--- config.mk ---
export PLATFORM = sky130hd
export DESIGN_NAME = bse_ctrl
export DESIGN_NICKNAME = d
export VERILOG_FILES = /design/src/hw/rtl/bse_pkg.sv /design/src/hw/rtl/bse_ctrl.sv
export SDC_FILE = /design/constraint.sdc
export NUM_CORES = 1
export LEC_CHECK = 0
export ABC_AREA = 1
export BUFFER_PORTS_ARGS = -buffer_cell sky130_fd_sc_hd__buf_2
export CAP_MARGIN = 20
export CORE_AREA = 2 2 39 41
export DETAILED_ROUTE_END_ITERATION = 7
export DIE_AREA = 0 0 41 43
export PLACE_DENSITY = 0.88
export SKIP_LAST_GASP = 1
export SYNTH_ARGS = -nofsm -noshare
export SYNTH_HDL_FRONTEND = slang
export SYNTH_SLANG_ARGS = --single-unit
--- constraint.sdc ---
create_clock -name clk -period 2 [get_ports clk]
set_clock_uncertainty 0.05 [all_clocks]
set_input_delay 0.3 -clock clk [delete_from_list [all_inputs] [get_ports clk]]
set_output_delay 0.3 -clock clk [all_outputs]
set_load 0.02 [all_outputs]
--- src/hw/rtl/bse_pkg.sv ---
// Shared types, constants and opcodes of the bounded sequence engine.
`default_nettype none
package bse_pkg;

  localparam int Capacity  = 256;
  localparam int ValueBits = 31;
  localparam int IdxBits   = 9;
  localparam int AddrBits  = 8;
  localparam int SeqBits   = 10;

  typedef enum logic [3:0] {
    OP_SETLEN = 4'd0, OP_WRITE = 4'd1, OP_READ = 4'd2, OP_TAIL = 4'd3,
    OP_CUT = 4'd4, OP_SWAP = 4'd5, OP_MAXIDX = 4'd6, OP_MINIDX = 4'd7,
    OP_SRCHUP = 4'd8, OP_SRCHDN = 4'd9, OP_SORTASC = 4'd10,
    OP_SORTDESC = 4'd11, OP_REVERSE = 4'd12, OP_SHIFTR = 4'd13,
    OP_SHIFTL = 4'd14, OP_NOP = 4'd15
  } opcode_t;

  localparam logic [2:0] CMP_EQ = 3'd0;
  localparam logic [2:0] CMP_NE = 3'd1;
  localparam logic [2:0] CMP_GE = 3'd2;
  localparam logic [2:0] CMP_GT = 3'd3;
  localparam logic [2:0] CMP_LE = 3'd4;
  localparam logic [2:0] CMP_LT = 3'd5;

  typedef enum logic [3:0] {
    ST_IDLE, ST_DECODE, ST_DISPATCH, ST_COPY_RD, ST_COPY_WR, ST_SCAN_RD,
    ST_SCAN_CHK, ST_SWAP_RDA, ST_SWAP_RDB, ST_SWAP_WRA, ST_SWAP_WRB,
    ST_SORT_NEXT, ST_DONE, ST_OUT
  } state_t;

  typedef struct packed {
    logic load;       // capture the request
    logic init;       // set up pointers for the opcode
    logic copy_rd;    // read source of a copy
    logic copy_wr;    // write destination of a copy, advance
    logic scan_rd;    // read the scan pointer
    logic scan_chk;   // evaluate scanned element, advance
    logic swap_rda;
    logic swap_rdb;
    logic swap_wra;
    logic swap_wrb;
    logic sort_next;  // move the sort base on and restart the scan, or step the reverse pointers
    logic finish;     // form the result
  } cmd_t;

  typedef struct packed {
    opcode_t op;
    logic    range_open;  // the pointer still lies inside its range
    logic    next_open;   // another element follows the current one
    logic    hit;
    logic    sort_more;
  } status_t;

endpackage
`default_nettype wire

--- src/hw/rtl/bse_ctrl.sv ---
// Controller state machine that sequences the datapath for every opcode.
`default_nettype none
module bse_ctrl
  import bse_pkg::*;
(
  input  wire     clk,
  input  wire     rst,
  input  wire     in_valid,
  output logic    in_ready,
  output logic    out_valid,
  input  wire     out_ready,
  input  status_t status,
  output cmd_t    cmd
);

  state_t state, state_next;

  always_ff @(posedge clk) begin
    if (rst) begin
      state <= ST_IDLE;
    end else begin
      state <= state_next;
    end
  end

  // Next state.
  always_comb begin
    state_next = state;
    case (state)
      ST_IDLE: if (in_valid) state_next = ST_DECODE;
      ST_DECODE: state_next = ST_DISPATCH;
      // Pointers are set up by now, so the range checks are current.
      ST_DISPATCH: begin
        case (status.op)
          OP_TAIL, OP_CUT, OP_SHIFTR, OP_SHIFTL:
            state_next = status.range_open ? ST_COPY_RD : ST_DONE;
          OP_MAXIDX, OP_MINIDX, OP_SRCHUP, OP_SRCHDN:
            state_next = status.range_open ? ST_SCAN_RD : ST_DONE;
          OP_SORTASC, OP_SORTDESC:
            state_next = status.sort_more ? ST_SCAN_RD : ST_DONE;
          OP_SWAP:    state_next = ST_SWAP_RDA;
          OP_REVERSE: state_next = status.sort_more ? ST_SWAP_RDA : ST_DONE;
          default:    state_next = ST_DONE;
        endcase
      end
      ST_COPY_RD: state_next = ST_COPY_WR;
      ST_COPY_WR: state_next = status.next_open ? ST_COPY_RD : ST_DONE;
      ST_SCAN_RD: state_next = ST_SCAN_CHK;
      ST_SCAN_CHK: begin
        if (status.next_open && !status.hit) begin
          state_next = ST_SCAN_RD;
        end else if (status.op == OP_SORTASC || status.op == OP_SORTDESC) begin
          state_next = ST_SWAP_RDA;
        end else begin
          state_next = ST_DONE;
        end
      end
      ST_SWAP_RDA: state_next = ST_SWAP_RDB;
      ST_SWAP_RDB: state_next = ST_SWAP_WRA;
      ST_SWAP_WRA: state_next = ST_SWAP_WRB;
      ST_SWAP_WRB: begin
        if (status.op == OP_SWAP) begin
          state_next = ST_DONE;
        end else begin
          state_next = ST_SORT_NEXT;
        end
      end
      ST_SORT_NEXT: state_next = ST_DISPATCH;
      ST_DONE: state_next = ST_OUT;
      ST_OUT:  if (out_ready) state_next = ST_IDLE;
      default: state_next = ST_IDLE;
    endcase
  end

  // Outputs.
  always_comb begin
    cmd       = '0;
    in_ready  = 1'b0;
    out_valid = 1'b0;
    case (state)
      ST_IDLE: begin
        in_ready = 1'b1;
        cmd.load = in_valid;
      end
      ST_DECODE:    cmd.init      = 1'b1;
      ST_COPY_RD:   cmd.copy_rd   = 1'b1;
      ST_COPY_WR:   cmd.copy_wr   = 1'b1;
      ST_SCAN_RD:   cmd.scan_rd   = 1'b1;
      ST_SCAN_CHK:  cmd.scan_chk  = 1'b1;
      ST_SWAP_RDA:  cmd.swap_rda  = 1'b1;
      ST_SWAP_RDB:  cmd.swap_rdb  = 1'b1;
      ST_SWAP_WRA:  cmd.swap_wra  = 1'b1;
      ST_SWAP_WRB:  cmd.swap_wrb  = 1'b1;
      ST_SORT_NEXT: cmd.sort_next = 1'b1;
      ST_DONE:      cmd.finish    = 1'b1;
      ST_OUT:       out_valid     = 1'b1;
      default:      cmd           = '0;
    endcase
  end

endmodule
`default_nettype wire

==> impl_metrics.toml <==
[finish]
antennaDiodeCount = 0
syn_to_final_growth_pct = 26.4
top_regs = "state (4)"
layout_common_cells = "buf_2 (25), nand2_1 (20), inv_1 (14), nor2_1 (14)"
fin_nets = 154
largest_register_ffs = 4
finalCoreUtilization = 0.580
instances_no_fill = 156
final_common_cell = "buf_2"
max_flop_register = "state"
drive_gt1_frac = 0.450

[setup_path]
cp-end-kind = "output port"
critical_path_class = "flip-flop to output port"
reg2reg_depth = 9
cp_max_fo = 5
crit_path_start_kind = "flip-flop"
crit_required_ns = 1.65
cp.arrival_ns = 1.31

[sta]
relSlewSlack = 0.825
maxSlewViolCount = 0
rsz0062_at_grt = "no"
setup_viol = 0
fin_crit_ns = 1.66
clock.fmax_ghz = 0.603
post-route-period-util = 0.829
tns_ns = 0
hold_viol_final = 0
setup_ws_ns = 0.343
tightest_slew_ns = 0.263

[run_status]
outcome = "complete, no violations"

[power_and_ir_drop]
p_sw_frac = 0.560
power_frac_seq = 0.180
p_leak_nw = 0.477
p_switching_w = 0.000493
clkPwrFrac = 0.115
power_frac_comb = 0.705
power.internal_w = 0.000388
p_per_area_mw_per_mm2 = 1100
vdd_ir_drop_max_mv = 0.609

[global_route]
grt_pass1_vias = 727
antenna_found_initial = 0
grt_usage = 0.228
grt_start_max_net_pins = 8
grt_pass1_wl_mm = 2.80
grt_overflow = 0

[die]
die_area_mm2 = 0.00176
die_h_um = 43
io-pin-count = 26
rows = 14
die_width_um = 41
start_util = 0.458
core_area_mm2 = 0.00138

[routing]
drt_iter0_drc = 36
viasPerCell = 4.97
drt-total-wl_mm = 1.62
ant_nets = 0
vias = 776
drc_errors = 0
firstDrtPassIters = 4
avgRoutedWirePerCell_um = 10.4

[clocking]
clk_pin_slew_worst_paths_ns = 0.04
cts_resized = 0
post_cts_buffers = 0
cts_hold_buf = 0
htree_num_levels = 1
clock_latency_ns = 0.24
cts_root_buf = "clkbuf_4"
cts_buffers = 3
cts_buffer_depth = 2
cts_tree = "done"
cts_sinks = 4

[placed_design]
post-place-ws_ns = 0.574
place_hpwl_mm = 1.39
place.gp.congestion = 0.864
portBuffers = 25
dp_cells = 153

[hold_path]
whs_path_depth = 2
hp-class = "input pin to flip-flop"

[synthesis]
syn_nets = 124
netlist_area_um2 = 634
ys_ff_latch = 4
yosysUniqueCellTypes = 22
post_synth.cell_area_avg_um2 = 5.66
synthCells = 112
ys_seq_area_frac = 0.126
ys_warn_count = 0

[flow_run]
max-cap-violations = 0
-- Yosys cell counts --
cell	instances	area (µm²)
inv_1	14	52.6
o21ai_1	2	10.0
o21ai_0	3	15.0
inv_2	11	41.3
nand3_1	11	55.1
nand2_1	20	75.1
nand2_4	1	11.3
dfxtp_1	4	80.1
a31oi_1	1	6.26
nor2_2	5	31.3
nor3_2	1	10.0
nand4_1	3	18.8
nor3_1	1	5.00
nor2_1	14	52.6
or2_1	1	6.26
a21oi_2	1	8.76
nor2_4	2	22.5
nand2_2	9	56.3
a21oi_1	2	10.0
nor2_8	1	20.0
o22ai_1	1	6.26
nand3_2	4	40.0
-- layer usage --
layer / GRT usage / vias up / wire (µm)
li1: - / 410 / -
met1: 0.268 / 343 / 687
met2: 0.384 / 23 / 840
met3: 0.0419 / 0 / 87
met4: 0.0867 / 0 / 0
met5: 0 / - / 0
-- power groups by stage --
| stage | clock network [W] | registers (W) | logic [W] |
|---|---|---|---|
| final | 0.000102 | 0.000158 | 0.000621 |
| after global routing | 0.000110 | 0.000164 | 0.000701 |
| after CTS | 0.000106 | 0.000158 | 0.000626 |
| after detailed placement | 0 | 0.000159 | 0.000623 |
| after global placement | 0 | 0.000154 | 0.000608 |
| after floorplan | 0 | 0.000149 | 0.000485 |
-- final timing paths --
check	startpoint	to	slack [ns]
worst min register to register	state[3]	state[0]	0.64
worst max-delay path	state[1]	cmd[11]	0.34
worst max register to register	state[3]	state[2]	0.58
worst min-delay path	rst	state[0]	0.20
-- layout make-up --
type	instances	area (µm²)
fill	133	582
multi-input combinational	83	460
timing repair buffer	25	125
inverter	25	93.8
sequential	4	80.1
clock buffer	3	22.5
tap	16	20.0
-- cell families after synthesis --
group	Yosys count	share of synthesized area
buf+inv	25	0.148
flops	4	0.126
compound gates	10	0.0888
simple gates	73	0.637
-- stage by stage --
| stage | total power (W) | hold slack (ns) | area, µm² |
|---|---|---|---|
| 2_1_floorplan | 0.000635 | 0.312 | 634 |
| 3_3_place_gp | 0.000762 | 0.444 | 779 |
| 3_5_place_dp | 0.000782 | 0.446 | 779 |
| 4_1_cts | 0.000890 | 0.194 | 802 |
| 5_1_grt | 0.000975 | 0.206 | 802 |
| 6_report | 0.000881 | 0.200 | 802 |
-- critical path, cell delays in order, from the launching register on --
cell     delay (ns)
dfxtp_1        0.37
nor2_2         0.15
inv_2          0.08
nor2_1         0.16
inv_1          0.07
nor2_1         0.07
buf_2          0.16
Power figures use the tool's default switching activity.
